[src/hw/rtl/qlfc_pkg.sv]
package qlfc_pkg;

  localparam int SYM_W         = 8;
  localparam int COUNT_W       = 9;
  localparam int ALPHABET_SIZE = 256;

  // distinct count saturates here
  localparam logic [COUNT_W-1:0] COUNT_LIMIT = COUNT_W'(9'h100);

  // token walks the list, one cell per advancing cycle
  typedef struct packed {
    logic             valid;
    logic             start;
    logic [SYM_W-1:0] sym;
    logic [SYM_W-1:0] carry;
    logic             carry_seen;
    logic             found;
    logic             is_new;
    logic [SYM_W-1:0] pos;
  } token_t;

endpackage

[src/hw/rtl/qlfc_cell.sv]
module qlfc_cell #(
  parameter int INDEX = 0
) (
  input  logic             clk,
  input  logic             rst_n,
  input  logic             advance,
  input  qlfc_pkg::token_t tok_in,
  output qlfc_pkg::token_t tok_out
);

  localparam logic [qlfc_pkg::SYM_W-1:0] IDX = qlfc_pkg::SYM_W'(INDEX);

  logic [qlfc_pkg::SYM_W-1:0] value_r, value_nxt;
  logic                       seen_r, seen_nxt;
  qlfc_pkg::token_t           tok_r, tok_nxt;
  logic [qlfc_pkg::SYM_W-1:0] init_val;
  logic [qlfc_pkg::SYM_W-1:0] held;
  logic                       held_seen;

  // identity entry, with entries 0 and 1 swapped when the block opens on 0
  assign init_val  = ((tok_in.sym == '0) && (INDEX < 2)) ? (IDX ^ qlfc_pkg::SYM_W'(1)) : IDX;
  assign held      = tok_in.start ? init_val : value_r;
  assign held_seen = tok_in.start ? 1'b0 : seen_r;

  always_comb begin
    value_nxt = value_r;
    seen_nxt  = seen_r;
    tok_nxt   = tok_r;
    if (advance) begin
      tok_nxt = tok_in;
      if (tok_in.valid) begin
        if (!tok_in.found) begin
          value_nxt = tok_in.carry;
          seen_nxt  = tok_in.carry_seen;
          if (held == tok_in.sym) begin
            tok_nxt.found  = 1'b1;
            tok_nxt.pos    = IDX;
            tok_nxt.is_new = !held_seen;
          end else begin
            tok_nxt.carry      = held;
            tok_nxt.carry_seen = held_seen;
          end
        end else begin
          value_nxt = held;
          seen_nxt  = held_seen;
        end
      end
    end
  end

  always_ff @(posedge clk) begin
    if (!rst_n) begin
      value_r <= IDX;
      seen_r  <= 1'b0;
      tok_r   <= '0;
    end else begin
      value_r <= value_nxt;
      seen_r  <= seen_nxt;
      tok_r   <= tok_nxt;
    end
  end

  assign tok_out = tok_r;

endmodule

[config.mk]
export PLATFORM = sky130hd
export DESIGN_NAME = qlfc_cell
export DESIGN_NICKNAME = d
export VERILOG_FILES = /design/src/hw/rtl/qlfc_pkg.sv /design/src/hw/rtl/qlfc_cell.sv
export SDC_FILE = /design/constraint.sdc
export NUM_CORES = 1
export LEC_CHECK = 0
export BUFFER_PORTS_ARGS = -buffer_cell sky130_fd_sc_hd__clkbuf_2
export CORE_UTILIZATION = 40
export CTS_BUF_LIST = sky130_fd_sc_hd__clkbuf_2 sky130_fd_sc_hd__clkbuf_4 sky130_fd_sc_hd__clkbuf_8
export CTS_CLUSTER_SIZE = 10
export DETAILED_ROUTE_END_ITERATION = 8
export GPL_TIMING_DRIVEN = 0
export PLACE_DENSITY = 0.63
export SKIP_LAST_GASP = 1
export SLEW_MARGIN = 20
export SYNTH_ARGS = -nofsm -noshare
export SYNTH_HDL_FRONTEND = slang
export SYNTH_SLANG_ARGS = --single-unit
[constraint.sdc]
create_clock -name clk -period 1.9 [get_ports clk]
set_input_delay 0.38 -clock clk [delete_from_list [all_inputs] [get_ports clk]]
set_output_delay 0.38 -clock clk [all_outputs]
set_load 0.02 [all_outputs]
==> flow_metrics.py, run 1 <==
metrics = {
    "die": {
        "fp.dieW_um": 68.6,
        "rows": 23,
        "core_area_sq_um": 4120,
        "initial_core_util_pct": 43.1,
        "dieArea_sq_um": 4700,
        "io-pin-count": 61,
        "die_h_um": 68.6,
    },
    "cells_and_area": {
        "nets": 289,
        "fillers": 381,
        "drive_gt1_share_pct": 32.6,
        "syn2layout_area_growth_pct": 29.7,
        "fin_util_pct": 55.9,
        "ff_latch_area_sq_um": 766,
        "multi_input_area_sq_um": 946,
        "diodes": 0,
    },
    "cts": {
        "path_clk_slew_ns": 0.08,
        "cts_sinks": 38,
        "cts_tree": "yes",
        "cts-buffers-inserted": 5,
        "cts_buffer_depth": 2,
        "clock_latency_ns": 0.30,
        "clock-root-buffer": "clkbuf_8",
        "cts_max_level": 2,
        "cts_hold_buffers": 0,
    },
    "synth": {
        "yosys.cell_count.top_type": "dfxtp_1",
        "synth-seq-cells": 38,
        "synth.area.mux_share_pct": 9.60,
        "synth.area.top_cells": "dfxtp_1, nor2b_1, mux2i_1",
        "synth_area_leader_cell": "dfxtp_1",
        "yosysWarnings": 0,
        "syn_inst": 188,
        "synth_area_sq_um": 1770,
        "synth_top_flop_cell": "dfxtp_1",
        "synth-edff-count": 0,
        "synth-xor-area-share_pct": 1.98,
        "seq_area_frac_synth_pct": 42.9,
        "synth_cell_types": 43,
        "avgSynthCellArea_sq_um": 9.42,
        "synthAdderAreaFrac_pct": 0,
        "synth_top_family_by_area": "compound AO/OA/AOI/OAI gates",
        "synth-compound-area-share_pct": 21.9,
        "synth.top_cell.area_share_pct": 42.9,
        "yosys.area_share.simple_pct": 19.8,
        "syn_nets": 220,
        "synthArstFlopShare_pct": 0,
        "synthTopCellsByCount": "dfxtp_1, nor2b_1, mux2i_1",
    },
    "route": {
        "via_per_inst": 5.15,
        "drtPass1Iterations": 4,
        "totalWireLength_mm": 4.36,
        "drtAntennaViolNets": 0,
        "drtIter0Drc": 75,
        "via_count": 1587,
        "routedWlPerCell_um": 14.2,
        "drc": 0,
    },
    "sta": {
        "hold_viol": 0,
        "fin_crit_ns": 1.77,
        "setup_viol": 0,
        "finClkSkew_ns": 0.00799,
        "finalCritPeriodShare_pct": 93.3,
        "fin_ws_ns": 0.127,
        "relSlewSlack_pct": 51.9,
        "rsz0062_at_grt": "false",
        "achievable-frequency_mhz": 564,
        "tightest_slew_ns": 0.720,
        "slew_violations": 0,
    },
    "global_routing": {
        "grt_antenna_before_repair": 0,
        "grt_overflow_total": 0,
        "use_met3_pct": 5.59,
        "grt_use_met2_pct": 30.9,
        "grtUsageTotal_pct": 20.4,
        "busiest_layer": "met2",
        "use_met1_pct": 27.3,
        "grt_pass1_wl_mm": 6.88,
        "grt_pass1_vias": 1433,
        "grt_max_degree": 13,
    },
    "setup_path": {
        "start_kind": "input pin",
        "worst_path_dominant_cell_family": "buffers and inverters",
        "slowest_stage": "buf_1",
        "crit_required_ns": 2.12,
        "path_max_fanout": 10,
        "critPathKind": "in -> reg",
        "end_kind": "register",
        "cp_cell_sequence": "clkbuf_2 > buf_2 > buf_1 > clkbuf_1 > nand4_1 > o211ai_1",
        "arrival_ns": 1.99,
        "cp.buffers_inverters": 4,
        "max_stage_delay_ns": 0.54,
    },
    "run": {
        "drv_cap": 0,
    },
    "placement": {
        "io_buffers": 60,
        "gp_congestion": 0.784,
        "place_ws_ns": -0.149,
        "post-dp-hpwl_mm": 3.13,
    },
    "min_path": {
        "holdCritPathClass": "in -> reg",
    },
    "status": {
        "status": "completed",
    },
    "pwr": {
        "p_leak_nw": 0.994,
        "powerDensity_nw_per_um2": 881,
        "ir_drop_v": 0.000450,
    },
}
==> stage by stage <==
stage / cell area (sq um) / cells / power, mW / TNS [ns] / hold slack (ns)
4_1_cts: 2280 / 306 / 2.04 / 0 / 0.290
2_1_floorplan: 1770 / 188 / 1.06 / 0 / 0.480
6_report: 2300 / 308 / 2.02 / 0 / 0.291
3_5_place_dp: 2130 / 298 / 1.18 / -1.68 / 0.465
3_3_place_gp: 2130 / 298 / 1.17 / -1.30 / 0.461
5_1_grt: 2300 / 308 / 2.12 / 0 / 0.294
==> cell type report <==
type / instances / area share, %
Buffer: 11 / 2.23
Clock buffer: 6 / 3.59
Clock inverter: 2 / 2.61
Inverter: 4 / 0.653
Multi-Input combinational cell: 135 / 41.2
Sequential cell: 38 / 33.3
Tap cell: 50 / 2.72
Timing Repair Buffer: 62 / 13.7
==> metal layers <==
| metal | share of wire (%) | wire length (um) |
|---|---|---|
| met5 | 0 | 0 |
| met3 | 5.8 | 251 |
| met4 | 1.3 | 56 |
| met2 | 43 | 1900 |
| met1 | 49 | 2160 |
==> power by group <==
| group | switching (mW) | internal, mW | leakage (nW) |
|---|---|---|---|
| Clock | 0.302 | 0.560 | 0.0714 |
| Combinational | 0.172 | 0.124 | 0.608 |
| Sequential | 0.0254 | 0.841 | 0.315 |
==> logic make-up after synthesis <==
group / count (synthesis)
compound gates: 56
xor+xnor: 4
buf+inv: 15
flops: 38
mux: 17
simple gates: 58
==> what timing repair did <==
action	4_1_cts	5_1_grt
resized for setup	0	7
setup buffers	0	1
setup endpoints to repair	0	4
==> worst paths after layout <==
kind / cells after the start / to / startpoint / slack, ns
setup / recovery: 6 / tok_out[11] / advance / 0.13
setup reg to reg: 7 / tok_out[13] / value_r[7] / 0.14
hold reg to reg: 1 / tok_out[2] / tok_out[2] / 0.48
hold / removal: 2 / tok_out[2] / tok_in[2] / 0.29
==> flip-flops by register name, summed over array words and instances (netlist names) <==
register and flops:
tok_out 29, seen_r 1, value_r 8
==> placed cells by master (no fill, tap or decap), drive strengths merged, types with 2 or more instances in the layout <==
cell type	instances
nand3	2
xnor2	3
mux2i	17
a21oi	13
o21ai	13
clkbuf	73
a22o	7
nor2	8
a31oi	2
buf	6
dfxtp	38
bufinv	2
a22oi	8
a21boi	2
nor2b	29
nand4	2
inv	4
nand2	7
Note: power is estimated with default switching activity, not from simulation.
==> run 2, diff against run 1 <==
- CORE_MARGIN: default -> 2
- PLACE_DENSITY: 0.63 -> 0.66
- clock period: 1.9 -> 1.4 ns (I/O delays scaled with it)
==> run 2 against run 1 <==
Compared with the run above:
- the flow now finishes with violations (setup timing)
- non-clock buffer count is the same
- clock-buffer cell count grew 1
- sequential power grew 36%
- hold slack lost 0.080 ns
- critical path depth grew 1
- utilization shrank 2.5 points
==> flow_metrics.py, run 2 (synthesized netlist as in run 1, its figures left out) <==
metrics = {
    "sta": {
        "fin_ws_ns": -0.345,
        "finClkSkew_ns": 0.00361,
        "fin_tns_setup_ns": -4.77,
        "finalCritPeriodShare_pct": 125,
        "hold_slack_ns": 0.211,
        "fin_crit_ns": 1.74,
        "rsz0062_at_grt": "true",
        "tightest_slew_ns": 0.601,
        "setup_viol": 19,
        "relSlewSlack_pct": 59.9,
        "hold_viol": 0,
        "slew_violations": 0,
        "achievable-frequency_mhz": 573,
    },
    "global_routing": {
        "grt_max_degree": 12,
        "grt_pass1_wl_mm": 6.87,
        "grtUsageTotal_pct": 17.0,
        "grt_pass1_vias": 1460,
        "grt_antenna_before_repair": 0,
        "grt_overflow_total": 0,
    },
    "cells_and_area": {
        "diodes": 0,
        "ff_latch_area_sq_um": 772,
        "layoutNonFillerInstCount": 310,
        "syn2layout_area_growth_pct": 30.2,
        "multi_input_area_sq_um": 983,
        "nets": 289,
        "fillers": 430,
        "fin_util_pct": 53.4,
        "drive_gt1_share_pct": 36.4,
        "final_cell_mix": "clkbuf_2, dfxtp_1, nor2b_1, mux2i_1, o21ai_0",
        "fin_area_sq_um": 2310,
        "final_common_cell": "clkbuf_2",
        "largest_reg_flops": 29,
    },
    "pwr": {
        "ir_drop_v": 0.000602,
        "powerDensity_nw_per_um2": 1030,
        "p_leak_nw": 0.983,
    },
    "run": {
        "drv_cap": 0,
    },
    "die": {
        "rows": 24,
        "dieArea_sq_um": 4980,
        "core_area_sq_um": 4320,
        "fp.dieW_um": 70.6,
        "die_h_um": 70.6,
        "initial_core_util_pct": 41.0,
        "io-pin-count": 61,
    },
    "min_path": {
        "holdCritPathClass": "in -> reg",
    },
    "route": {
        "via_count": 1584,
        "drtAntennaViolNets": 0,
        "drtPass1Iterations": 4,
        "drtIter0Drc": 94,
        "totalWireLength_mm": 4.18,
        "via_per_inst": 5.11,
        "routedWlPerCell_um": 13.5,
        "drc": 0,
    },
    "placement": {
        "post-dp-hpwl_mm": 3.12,
        "gp_congestion": 0.759,
        "place_area_sq_um": 2160,
        "place_inst": 300,
        "io_buffers": 60,
    },
    "cts": {
        "cts_buffer_depth": 2,
        "cts_max_level": 2,
        "clock_latency_ns": 0.28,
        "cts_sinks": 38,
        "cts_tree": "yes",
        "cts_hold_buffers": 0,
        "clock-root-buffer": "clkbuf_8",
        "path_clk_slew_ns": 0.07,
        "cts-buffers-inserted": 5,
    },
    "setup_path": {
        "start_kind": "register",
        "end_kind": "register",
        "arrival_ns": 1.90,
        "critPathKind": "reg -> reg",
        "crit_required_ns": 1.56,
        "path_max_fanout": 5,
    },
    "status": {
        "violations": "setup timing",
        "status": "complete, but fails checks",
    },
}
-- run 2: changes by cell type in the layout (fill, tap and decap cells not counted), sizes merged --
cell and change:
clkinv +1, clkbuf +1, bufinv -2
-- run 2: area by class of cell --
type                    count  share of cell area, %
plain buffers              11                   2.49
clock buffers               7                   3.90
clock inverters             1                  0.217
inverters                   4                  0.651
multi-input cells         135                   42.6
flip-flops and latches     38                   33.5
well taps                  52                   2.82
repair buffers             62                   13.8
-- run 2: worst max-delay path, cell delays in order (launching register included) --
cell and delay, ns:
dfxtp_4 0.38, xor2_1 0.15, o22a_1 0.16, a32oi_2 0.06
a311oi_2 0.37, buf_6 0.19, mux2i_2 0.24, a21oi_1 0.08
-- run 2: path summary, 6_finish.rpt --
check / startpoint / to / slack [ns] / depth (start not counted)
worst max-delay path: value_r[7] / tok_out[18] / -0.34 / 7
worst min-delay path: tok_in[2] / tok_out[2] / 0.21 / 2
worst max register to register: value_r[7] / tok_out[18] / -0.34 / 7
worst min register to register: tok_out[28] / tok_out[28] / 0.48 / 2
-- run 2: metal layers --
layer	vias to the layer above	global-route usage, %	routed length, um
met2	43	27.8	1930
met3	4	3.42	185
met1	721	23.3	2020
met5	-	0	0
met4	0	4.40	38
li1	816	-	-
-- run 2: metrics by stage --
step	total power [mW]	worst slack, ns
6_report	2.37	-0.345
5_1_grt	2.49	-0.444
4_1_cts	2.39	-0.336
3_5_place_dp	1.60	-0.485
3_3_place_gp	1.60	-0.516
2_1_floorplan	1.44	-0.146
-- run 2: timing repair --
action	4_1_cts	5_1_grt
pin swaps	4	1
resized for setup	10	5
setup buffers	1	0
gates cloned	1	0
endpoints found under the setup margin	19	29
-- run 2: power breakdown --
group	leakage, nW	total, mW	switching [mW]	internal, mW
Clock	0.0517	0.777	0.360	0.417
Sequential	0.316	1.18	0.0348	1.14
Combinational	0.615	0.413	0.236	0.177
