**src/hw/rtl/qlfc_pkg.sv**
```systemverilog
package qlfc_pkg;

  localparam int SYM_W         = 8;
  localparam int COUNT_W       = 9;
  localparam int ALPHABET_SIZE = 256;

  // distinct count saturates here
  localparam logic [COUNT_W-1:0] COUNT_LIMIT = COUNT_W'(9'h100);

  // token walks the list, one cell per advancing cycle
  typedef struct packed {
    logic             valid;
    logic             start;
    logic [SYM_W-1:0] sym;
    logic [SYM_W-1:0] carry;
    logic             carry_seen;
    logic             found;
    logic             is_new;
    logic [SYM_W-1:0] pos;
  } token_t;

endpackage

```
**src/hw/rtl/qlfc_front.sv**
```systemverilog
module qlfc_front #(
  parameter int ALPHABET_SIZE = qlfc_pkg::ALPHABET_SIZE
) (
  input  logic                       clk,
  input  logic                       rst_n,
  input  logic                       advance,
  input  logic                       in_valid,
  input  logic [qlfc_pkg::SYM_W-1:0] in_symbol,
  input  logic                       in_block_start,
  output qlfc_pkg::token_t           tok_out
);

  localparam logic [qlfc_pkg::SYM_W:0] SYM_LIMIT = (qlfc_pkg::SYM_W+1)'(ALPHABET_SIZE);

  logic [qlfc_pkg::SYM_W-1:0] prev_r, prev_nxt;
  logic                       in_block_r, in_block_nxt;
  qlfc_pkg::token_t           tok_r, tok_nxt;
  logic                       accept;
  logic                       pass;

  assign accept = in_valid && advance;

  // drop out-of-alphabet symbols, items outside a block and repeats
  assign pass = ({1'b0, in_symbol} < SYM_LIMIT) &&
                (in_block_start || (in_block_r && (in_symbol != prev_r)));

  always_comb begin
    prev_nxt     = prev_r;
    in_block_nxt = in_block_r;
    tok_nxt      = tok_r;
    if (advance) begin
      tok_nxt            = '0;
      tok_nxt.sym        = in_symbol;
      tok_nxt.start      = in_block_start;
      tok_nxt.carry      = in_symbol;
      tok_nxt.carry_seen = 1'b1;
      tok_nxt.valid      = accept && pass;
      if (accept && pass) begin
        prev_nxt     = in_symbol;
        in_block_nxt = 1'b1;
      end
    end
  end

  always_ff @(posedge clk) begin
    if (!rst_n) begin
      prev_r     <= '0;
      in_block_r <= 1'b0;
      tok_r      <= '0;
    end else begin
      prev_r     <= prev_nxt;
      in_block_r <= in_block_nxt;
      tok_r      <= tok_nxt;
    end
  end

  assign tok_out = tok_r;

endmodule

```
**config.mk**
```make
export PLATFORM = sky130hd
export DESIGN_NAME = qlfc_front
export DESIGN_NICKNAME = d
export VERILOG_FILES = /design/src/hw/rtl/qlfc_pkg.sv /design/src/hw/rtl/qlfc_front.sv
export SDC_FILE = /design/constraint.sdc
export NUM_CORES = 1
export LEC_CHECK = 0
export BUFFER_PORTS_ARGS = -buffer_cell sky130_fd_sc_hd__buf_2
export CAP_MARGIN = 15
export CORE_MARGIN = 2
export CORE_UTILIZATION = 55
export CTS_BUF_LIST = sky130_fd_sc_hd__clkbuf_8
export CTS_CLUSTER_DIAMETER = 120
export DETAILED_ROUTE_END_ITERATION = 8
export PLACE_DENSITY = 0.83
export SLEW_MARGIN = 20
export SYNTH_ARGS = -nofsm -noshare
export SYNTH_HDL_FRONTEND = slang
export SYNTH_SLANG_ARGS = --single-unit
```
**constraint.sdc**
```tcl
create_clock -name clk -period 3.2 [get_ports clk]
set_clock_uncertainty 0.05 [all_clocks]
set_input_delay 0.64 -clock clk [delete_from_list [all_inputs] [get_ports clk]]
set_output_delay 0.64 -clock clk [all_outputs]
set_load 0.01 [all_outputs]
```
==> results of run 1 <==
[kinds of logic after synthesis]
family	count (synthesis)
other	1
flip-flops	20
multiplexers	9
XOR/XNOR	8
AO/OA/AOI/OAI	20
AND/OR/NAND/NOR	56
buffers and inverters	27
[metal layers]
metal | share of wire [%] | vias up | global-route usage [%]
li1 | - | 509 | -
met1 | 45 | 472 | 23.7
met2 | 48 | 43 | 31.1
met3 | 6.1 | 4 | 3.51
met4 | 0.70 | 0 | 10.4
met5 | 0 | - | 0
[sequential cells by signal, indices dropped and copies added (netlist names)]
signal,count
in_block_r,1
prev_r,8
tok_out,11
[where the power goes]
group	internal, W	switching (W)
combinational	0.0000376	0.0000566
clock	0.000109	0.0000853
sequential	0.000262	0.00000906
total	0.000409	0.000151
[metrics by stage]
step           hold slack (ps)  cells  setup WS [ps]  util (%)
6_report                   417    187           1120      65.3
5_1_grt                    447    187            974      65.3
4_1_cts                    418    187           1110      65.3
3_5_place_dp               401    183            844      62.6
3_3_place_gp               390    183            919      62.6
2_1_floorplan              391    150           1300         -
[layout by cell type (no fill, tap or decap)]
cell type / Yosys / final
buf_2: 1 / 31
dfxtp_1: 20 / 20
nand3_1: 16 / 16
nor2b_1: 10 / 10
conb_1: 1 / 10
and3_1: 9 / 9
mux2i_1: 9 / 9
xor2_1: 8 / 8
nand2_1: 8 / 8
nor2_1: 8 / 8
a31oi_1: 8 / 8
a211o_2: 4 / 4
a211o_1: 4 / 4
clkbuf_8: 0 / 4
nor4_2: 2 / 2
nand3_2: 2 / 2
o21a_1: 2 / 2
buf_4: 20 / 2
and2_1: 1 / 1
a21oi_1: 1 / 1
o31a_1: 1 / 1
[worst max path at each step]
| stage | to | cells after the start | from | slack, ps |
|---|---|---|---|---|
| after floorplan | prev_r[0] | 5 | in_symbol[3] | 1300 |
| after global placement | prev_r[6] | 5 | advance | 920 |
| after detailed placement | prev_r[7] | 5 | advance | 840 |
| after CTS | prev_r[7] | 5 | advance | 1110 |
| after global routing | prev_r[0] | 5 | advance | 970 |
| final | prev_r[7] | 5 | advance | 1120 |
[final cells by class]
cell class | count | area (µm²)
Fill cell | 172 | 701
Sequential cell | 20 | 400
Multi-Input combinational cell | 103 | 662
Timing Repair Buffer | 33 | 170
Clock buffer | 4 | 55.1
Tap cell | 27 | 33.8
[worst reg2reg max path, stage by stage, from the launching register on]
cell and delay, ps:
dfxtp_1 340, xor2_1 180, nor4_2 770, a21oi_1 180, o31a_1 300
==> results.py, run 1 <==
metrics = {
    "setup_path": {
        "rr_worst_depth": 4,
        "cp_top_family": "simple AND/OR/NAND/NOR gates",
        "slowest_stage": "nand3_1",
        "crit_arrival_ps": 2170,
        "crit_fanout": 17,
        "worst-setup-path-type": "input pin to flop",
        "required_ps": 3290,
        "crit_chain": "buf_2 > nand3_1 > and2_1 > a31oi_1 > nand3_1",
        "cp-end-kind": "flop",
        "r2r_slack_ps": 1270,
        "cpPeakStageDelay_ps": 480,
        "cp-start-kind": "input pin",
        "cp_num_buf_inv": 1,
        "r2r_start": "prev_r[3]",
        "worstReg2RegEnd": "tok_out[28]",
        "crit_top_cell": "nand3_1",
    },
    "synth": {
        "synth_top_area_share_pct": 33.2,
        "ys_ff_latch": 20,
        "yosysTopAreaCell": "dfxtp_1",
        "synth_top_family_by_area": "simple AND/OR/NAND/NOR gates",
        "synthMuxAreaShare_pct": 7.47,
        "synth_warnings": 0,
        "synth_edf_count": 0,
        "netlist_top_cells_area": "dfxtp_1, buf_4, mux2i_1",
        "syn-cell-area_um2": 1210,
        "synth-compound-area-share_pct": 12.8,
        "post_synth_num_cell_types": 22,
        "synthCells": 141,
        "synth_xor_area_share_pct": 5.81,
        "yosysSeqAreaShare_pct": 33.2,
        "synthAdderAreaFrac_pct": 0,
        "synth_simple_gate_area_share_pct": 25.7,
        "avgSynthCellArea_um2": 8.55,
        "synth_commonest_cells": "buf_4, dfxtp_1, nand3_1, nor2b_1",
        "synth-main-ff-cell": "dfxtp_1",
        "async_reset_ff_share_pct": 0,
    },
    "timing": {
        "min_period_ps": 2080,
        "fin_crit_sh_pct": 65.0,
        "tightest_slew_ps": 847,
        "rsz0062_at_grt": "no",
        "setup_viol": 0,
        "maxSlewHeadroom_pct": 43.1,
        "hold_viol_final": 0,
        "tns_ps": 0,
        "fmax_ghz": 0.481,
        "slew_viol_final": 0,
    },
    "detailed_routing": {
        "drt-pass1-iter-count": 4,
        "drt_iter0_drc": 27,
        "ant_nets": 0,
        "viasPerCell": 5.50,
        "wl_per_cell_um": 12.2,
        "drc": 0,
        "vias": 1028,
        "drt_wl_total_mm": 2.29,
    },
    "floorplanning": {
        "chipHeight_um": 50.8,
        "die_w_um": 50.8,
        "core_um2": 2020,
        "dieArea_um2": 2580,
        "num_rows": 16,
        "io_pins": 42,
        "start_util_pct": 59.7,
    },
    "cells_and_area": {
        "drive_gt1_share_pct": 28.1,
        "area_growth_pct": 9.54,
        "final_nets": 174,
        "stdcell_area_um2": 1320,
        "antennaDiodeCount": 0,
    },
    "worst_hold_path": {
        "hp-class": "flop to flop",
        "hold_start": "tok_out[10]",
        "min_to": "tok_out[10]",
        "hold_depth": 1,
    },
    "clock_tree": {
        "ctsHoldBuffers": 0,
        "cts_max_path_buffers": 2,
        "ctsResizeCount": 0,
        "clkTransAtPathRegs_ps": 80,
        "cts_buffers": 3,
        "clock-root-buffer": "clkbuf_8",
        "htreeDepth": 1,
        "post_cts_buffers": 0,
        "insertion_delay_ps": 250,
        "cts_num_sinks": 20,
        "cts_tree": "yes",
    },
    "placed_design": {
        "dp_hpwl_mm": 1.65,
        "place_congestion": 0.766,
        "portBuffers": 31,
        "dpl_cell_area_um2": 1270,
    },
    "pwr": {
        "total_power_w": 0.000560,
        "cellLeakagePower_nw": 0.673,
        "peakVddDrop_uv": 199,
        "p_per_area_nw_per_um2": 424,
    },
    "global_route": {
        "antenna_found_initial": 0,
        "grt_pass1_vias": 876,
        "grt_max_degree": 37,
        "grt_usage_pct": 19.1,
        "grt_overflow": 0,
        "grt_pass1_wl_mm": 3.82,
    },
    "run": {
        "cap_violations": 0,
    },
    "run_status": {
        "outcome": "finished clean",
    },
}
Power figures use the tool's default switching activity.
==> inputs of run 2 (changes only) <==
--- a/config.mk
+++ b/config.mk
@@ -8,11 +8,11 @@
 export BUFFER_PORTS_ARGS = -buffer_cell sky130_fd_sc_hd__buf_2
 export CAP_MARGIN = 15
 export CORE_MARGIN = 2
-export CORE_UTILIZATION = 55
+export CORE_UTILIZATION = 51
 export CTS_BUF_LIST = sky130_fd_sc_hd__clkbuf_8
 export CTS_CLUSTER_DIAMETER = 120
 export DETAILED_ROUTE_END_ITERATION = 8
-export PLACE_DENSITY = 0.83
+export PLACE_DENSITY = 0.77
 export SLEW_MARGIN = 20
 export SYNTH_ARGS = -nofsm -noshare
 export SYNTH_HDL_FRONTEND = slang
==> constraint.sdc (replaced) <==
create_clock -name clk -period 2.04 [get_ports clk]
set_clock_uncertainty 0.05 [all_clocks]
set_input_delay 0.408 -clock clk [delete_from_list [all_inputs] [get_ports clk]]
set_output_delay 0.408 -clock clk [all_outputs]
set_load 0.01 [all_outputs]
==> run 2 against run 1 <==
Net effect:
- first-iteration DRC count down 22%
- count of clock-buffer cells in the layout down 1
- via count up 1.9%
- critical path type is now flop to flop
==> results.py, run 2 (synthesis results as in run 1) <==
metrics = {
    "run_status": {
        "outcome": "finished clean",
    },
    "clock_tree": {
        "clock-root-buffer": "clkbuf_8",
        "cts_num_sinks": 20,
        "insertion_delay_ps": 260,
        "cts_max_path_buffers": 2,
        "cts_buffers": 3,
        "cts_tree": "yes",
        "htreeDepth": 1,
        "post_cts_buffers": 0,
        "clkTransAtPathRegs_ps": 80,
        "ctsResizeCount": 0,
        "ctsHoldBuffers": 0,
    },
    "pwr": {
        "internal_power_w": 0.000736,
        "p_clk_share_pct": 40.9,
        "cellLeakagePower_nw": 0.699,
        "p_sw_w": 0.000248,
        "switching_share_pct": 25.2,
        "combPwrFrac_pct": 15.8,
        "peakVddDrop_uv": 337,
        "seq_power_share_pct": 43.3,
        "p_per_area_nw_per_um2": 719,
    },
    "floorplanning": {
        "core_um2": 2230,
        "die_w_um": 52.6,
        "start_util_pct": 54.0,
        "io_pins": 42,
        "chipHeight_um": 52.6,
        "num_rows": 17,
        "dieArea_um2": 2770,
    },
    "timing": {
        "setup_viol": 0,
        "fmax_ghz": 0.633,
        "slew_viol_final": 0,
        "min_period_ps": 1580,
        "rsz0062_at_grt": "no",
        "whs_ps": 395,
        "maxSlewHeadroom_pct": 64.1,
        "tightest_slew_ps": 538,
        "hold_viol_final": 0,
        "tns_ps": 0,
        "fin_crit_sh_pct": 77.5,
    },
    "setup_path": {
        "r2r_slack_ps": 460,
        "cp-end-kind": "flop",
        "slowest_stage": "nor4_2",
        "r2r_start": "prev_r[3]",
        "crit_fanout": 16,
        "cp_num_buf_inv": 1,
        "worst-setup-path-type": "flop to flop",
        "cp_top_family": "simple AND/OR/NAND/NOR gates",
        "crit_arrival_ps": 1660,
        "cp-start-kind": "flop",
        "crit_chain": "xor2_1 > nor4_2 > buf_4 > a211o_1 > nand3_1",
        "required_ps": 2120,
        "rr_worst_depth": 5,
        "worstReg2RegEnd": "prev_r[1]",
        "cpPeakStageDelay_ps": 360,
    },
    "detailed_routing": {
        "drt-pass1-iter-count": 4,
        "ant_nets": 0,
        "drc": 0,
        "drt_wl_total_mm": 2.61,
        "viasPerCell": 5.46,
        "drt_iter0_drc": 21,
        "vias": 1048,
        "wl_per_cell_um": 13.6,
    },
    "global_route": {
        "top_usage_layer": "met2",
        "grt_max_degree": 37,
        "grt_pass1_vias": 905,
        "antenna_found_initial": 0,
        "grt_overflow": 0,
        "met1_usage_pct": 26.2,
        "grt_pass1_wl_mm": 4.07,
        "grt_util_met3_pct": 3.71,
        "grtUsageMet2_pct": 31.0,
        "grt_usage_pct": 19.8,
    },
    "cells_and_area": {
        "final_nets": 178,
        "largest_reg_flops": 11,
        "antennaDiodeCount": 0,
        "drive_gt1_share_pct": 29.9,
        "layout_commonest_cell": "buf_2",
        "final_cell_mix": "buf_2, dfxtp_1, nand3_1, nor2b_1, conb_1",
        "area_growth_pct": 13.5,
    },
    "placed_design": {
        "dp_hpwl_mm": 1.77,
        "portBuffers": 31,
        "place_congestion": 0.792,
    },
    "worst_hold_path": {
        "hold_start": "in_block_start",
        "min_to": "tok_out[27]",
        "hp-class": "input pin to flop",
        "hold_depth": 3,
    },
    "run": {
        "cap_violations": 0,
    },
}
-- run 2: metal layers --
layer  vias to the layer above  part of all wire (%)
met3                         4                   4.8
met4                         0                   1.0
met5                         -                     0
met1                       487                    46
met2                        43                    48
li1                        514                     -
-- run 2: worst max path at each step --
| stage | start | to | cells past startpoint |
|---|---|---|---|
| 2_1_floorplan | in_symbol[3] | prev_r[0] | 5 |
| 3_3_place_gp | in_symbol[6] | tok_out[28] | 5 |
| 3_5_place_dp | in_symbol[6] | tok_out[28] | 5 |
| 4_1_cts | prev_r[3] | prev_r[1] | 5 |
| 5_1_grt | prev_r[3] | prev_r[7] | 5 |
| 6_report | prev_r[3] | prev_r[1] | 5 |
-- run 2: final cells by class --
cell class              instances  area, µm²
clock inverters                 1       30.0
repair buffers                 37        200
well taps                      28       35.0
clock buffers                   3       41.3
flip-flops and latches         20        400
fillers                       181        865
multi-input cells             103        662
-- run 2: metrics by stage --
stage | total power (W) | cells | area, µm² | setup slack [ps] | util, %
3_3_place_gp | 0.000583 | 188 | 1300 | 335 | 58.1
3_5_place_dp | 0.000588 | 188 | 1300 | 381 | 58.1
4_1_cts | 0.000990 | 192 | 1370 | 493 | 61.3
2_1_floorplan | 0.000557 | 150 | 1240 | 376 | -
5_1_grt | 0.00102 | 192 | 1370 | 382 | 61.3
6_report | 0.000984 | 192 | 1370 | 460 | 61.3
-- run 2: worst reg2reg max path, delay by kind of cell, from the launching register on --
kind                      cells  cell delay, ps
and+or+nand+nor               2             450
buffers and inverters         1             270
xor gates and xnor gates      1             180
DFF                           1             340
AOI/OAI and AO/OA             1             160
-- run 2: power by group through the flow --
| stage | combinational (W) | clock [W] | sequential (W) |
|---|---|---|---|
| 2_1_floorplan | 0.000118 | 0 | 0.000439 |
| 3_3_place_gp | 0.000150 | 0 | 0.000433 |
| 3_5_place_dp | 0.000153 | 0 | 0.000435 |
| 4_1_cts | 0.000155 | 0.000410 | 0.000426 |
| 5_1_grt | 0.000170 | 0.000425 | 0.000429 |
| 6_report | 0.000156 | 0.000402 | 0.000426 |
==> inputs of run 3 (changes only) <==
--- a/config.mk
+++ b/config.mk
@@ -8,11 +8,11 @@
 export BUFFER_PORTS_ARGS = -buffer_cell sky130_fd_sc_hd__buf_2
 export CAP_MARGIN = 15
 export CORE_MARGIN = 2
-export CORE_UTILIZATION = 51
+export CORE_UTILIZATION = 46
 export CTS_BUF_LIST = sky130_fd_sc_hd__clkbuf_8
 export CTS_CLUSTER_DIAMETER = 120
 export DETAILED_ROUTE_END_ITERATION = 8
-export PLACE_DENSITY = 0.77
+export PLACE_DENSITY = 0.73
 export SLEW_MARGIN = 20
 export SYNTH_ARGS = -nofsm -noshare
 export SYNTH_HDL_FRONTEND = slang
==> constraint.sdc (replaced) <==
create_clock -name clk -period 1.4 [get_ports clk]
set_clock_uncertainty 0.05 [all_clocks]
set_input_delay 0.28 -clock clk [delete_from_list [all_inputs] [get_ports clk]]
set_output_delay 0.28 -clock clk [all_outputs]
set_load 0.01 [all_outputs]
==> run 3 against run 2 <==
Net effect:
- power increased by 37%
- hold slack lost 140 ps
- count of clock-buffer cells in the layout up 1
- sequential cell count unchanged
- the flow now finishes with violations (negative setup slack)
- core utilization up 1.0 points
- critical path depth stayed put
- wire length increased by 6.2%
- largest cell class unchanged
- largest power group unchanged
- first-iteration DRC count increased by 19%
- sequential share of layout area shrank 2.8 points
- final area is 13% higher
==> results.py, run 3 (synthesis results as in run 1) <==
metrics = {
    "floorplanning": {
        "io_pins": 42,
        "num_rows": 18,
        "core_um2": 2480,
        "start_util_pct": 48.7,
        "die_w_um": 55.2,
        "chipHeight_um": 55.2,
        "dieArea_um2": 3050,
    },
    "worst_hold_path": {
        "min_to": "tok_out[27]",
        "hold_depth": 3,
        "hp-class": "input pin to flop",
        "hold_start": "in_block_start",
    },
    "setup_path": {
        "cp-start-kind": "flop",
        "slowest_stage": "nor4_4",
        "rr_worst_depth": 5,
        "cp-end-kind": "flop",
        "crit_arrival_ps": 1560,
        "cp_num_buf_inv": 1,
        "cp_top_family": "simple AND/OR/NAND/NOR gates",
        "crit_chain": "xor2_2 > nor4_4 > buf_6 > a211o_2 > nand3_1",
        "crit_fanout": 7,
        "worst-setup-path-type": "flop to flop",
        "cpPeakStageDelay_ps": 430,
        "worstReg2RegEnd": "prev_r[4]",
        "required_ps": 1500,
        "r2r_start": "prev_r[4]",
        "r2r_slack_ps": -70,
    },
    "timing": {
        "hold_viol_final": 0,
        "setup_viol": 9,
        "min_period_ps": 1470,
        "tightest_slew_ps": 521,
        "rsz0062_at_grt": "yes",
        "fmax_ghz": 0.681,
        "fin_crit_sh_pct": 105,
        "maxSlewHeadroom_pct": 65.2,
        "setup_slack_ps": -69.0,
        "slew_viol_final": 0,
        "tns_ps": -531,
    },
    "placed_design": {
        "portBuffers": 31,
        "dp.cells": 196,
        "place_congestion": 0.784,
        "dp_hpwl_mm": 1.73,
    },
    "clock_tree": {
        "insertion_delay_ps": 260,
        "ctsHoldBuffers": 0,
        "cts_buffers": 3,
        "cts_tree": "yes",
        "clkTransAtPathRegs_ps": 70,
        "htreeDepth": 1,
        "cts_max_path_buffers": 2,
        "cts_num_sinks": 20,
        "clock-root-buffer": "clkbuf_8",
    },
    "cells_and_area": {
        "seq_area_um2": 408,
        "antennaDiodeCount": 0,
        "instances_no_fill": 206,
        "area_growth_pct": 28.0,
        "final_nets": 190,
        "multi_input_area_um2": 746,
        "final_cell_mix": "buf_2, buf_4, nand3_1, dfxtp_1",
        "n_fill_cell": 218,
        "drive_gt1_share_pct": 43.2,
        "layout_commonest_cell": "buf_2",
        "largest_reg_flops": 11,
    },
    "detailed_routing": {
        "ant_nets": 0,
        "drt-pass1-iter-count": 4,
        "drt_wl_total_mm": 2.77,
        "drt_iter0_drc": 25,
        "viasPerCell": 5.47,
        "drc": 0,
        "vias": 1126,
        "wl_per_cell_um": 13.5,
    },
    "global_route": {
        "grt_max_degree": 35,
        "antenna_found_initial": 0,
        "grt_pass1_vias": 990,
        "grt_usage_pct": 18.0,
        "grt_overflow": 0,
        "grt_pass1_wl_mm": 4.46,
    },
    "pwr": {
        "combPwrFrac_pct": 20.7,
        "p_sw_w": 0.000371,
        "switching_share_pct": 27.6,
        "internal_power_w": 0.000972,
        "cellLeakagePower_nw": 0.769,
        "seq_power_share_pct": 46.3,
        "peakVddDrop_uv": 898,
        "p_clk_share_pct": 33.0,
        "p_per_area_nw_per_um2": 870,
    },
    "run_status": {
        "violations": "negative setup slack",
        "outcome": "finished, violations left",
    },
    "run": {
        "cap_violations": 0,
    },
}
run 3: layout make-up:
cell class	count	share of cell area, %
multi-input combinational	103	48.3
clock buffer	4	3.57
tap	30	2.43
sequential	20	26.4
timing repair buffer	49	19.3
run 3: worst max-delay path by stage:
stage / from / to / depth (start not counted) / slack, ps
CTS: prev_r[2] / tok_out[28] / 4 / -40
detailed placement: in_symbol[1] / prev_r[2] / 6 / -160
finish: prev_r[4] / prev_r[4] / 5 / -70
global route: prev_r[3] / prev_r[1] / 5 / -110
floorplan: prev_r[1] / prev_r[0] / 5 / -40
global placement: in_symbol[2] / tok_out[28] / 5 / -160
run 3: power groups by stage:
stage / combinational [W] / clock [W] / sequential, W
finish: 0.000278 / 0.000444 / 0.000622
global route: 0.000300 / 0.000482 / 0.000627
CTS: 0.000269 / 0.000460 / 0.000622
detailed placement: 0.000248 / 0 / 0.000634
global placement: 0.000244 / 0 / 0.000632
floorplan: 0.000184 / 0 / 0.000641
run 3: stage by stage:
step	util, %	setup slack (ps)	total power (W)	hold slack (ps)	instance area [µm²]
floorplan	-	-36.5	0.000825	391	1270
global placement	55.7	-155	0.000876	393	1380
detailed placement	55.7	-157	0.000882	401	1380
CTS	61.3	-36.5	0.00135	251	1520
global route	62.3	-106	0.00141	302	1540
finish	62.3	-69.0	0.00134	255	1540
run 3: timing repair:
action,4_1_cts,5_1_grt
pin swaps,7,7
setup buffers,3,1
endpoints found under the setup margin,8,9
gates resized for setup,12,4
cloned,2,0
run 3: layer usage:
metal / vias to the layer above / global-route usage (%) / wire [µm] / part of all wire (%)
met2: 53 / 29.1 / 1380 / 50
met4: 0 / 4.18 / 9 / 0.32
li1: 529 / - / - / -
met3: 2 / 5.39 / 202 / 7.3
met5: - / 0 / 0 / 0
met1: 542 / 23.8 / 1180 / 43
run 3: tightest hold or removal path, stage by stage:
cell and delay, ps:
buf_2 90, mux2i_1 60, nor2b_1 90
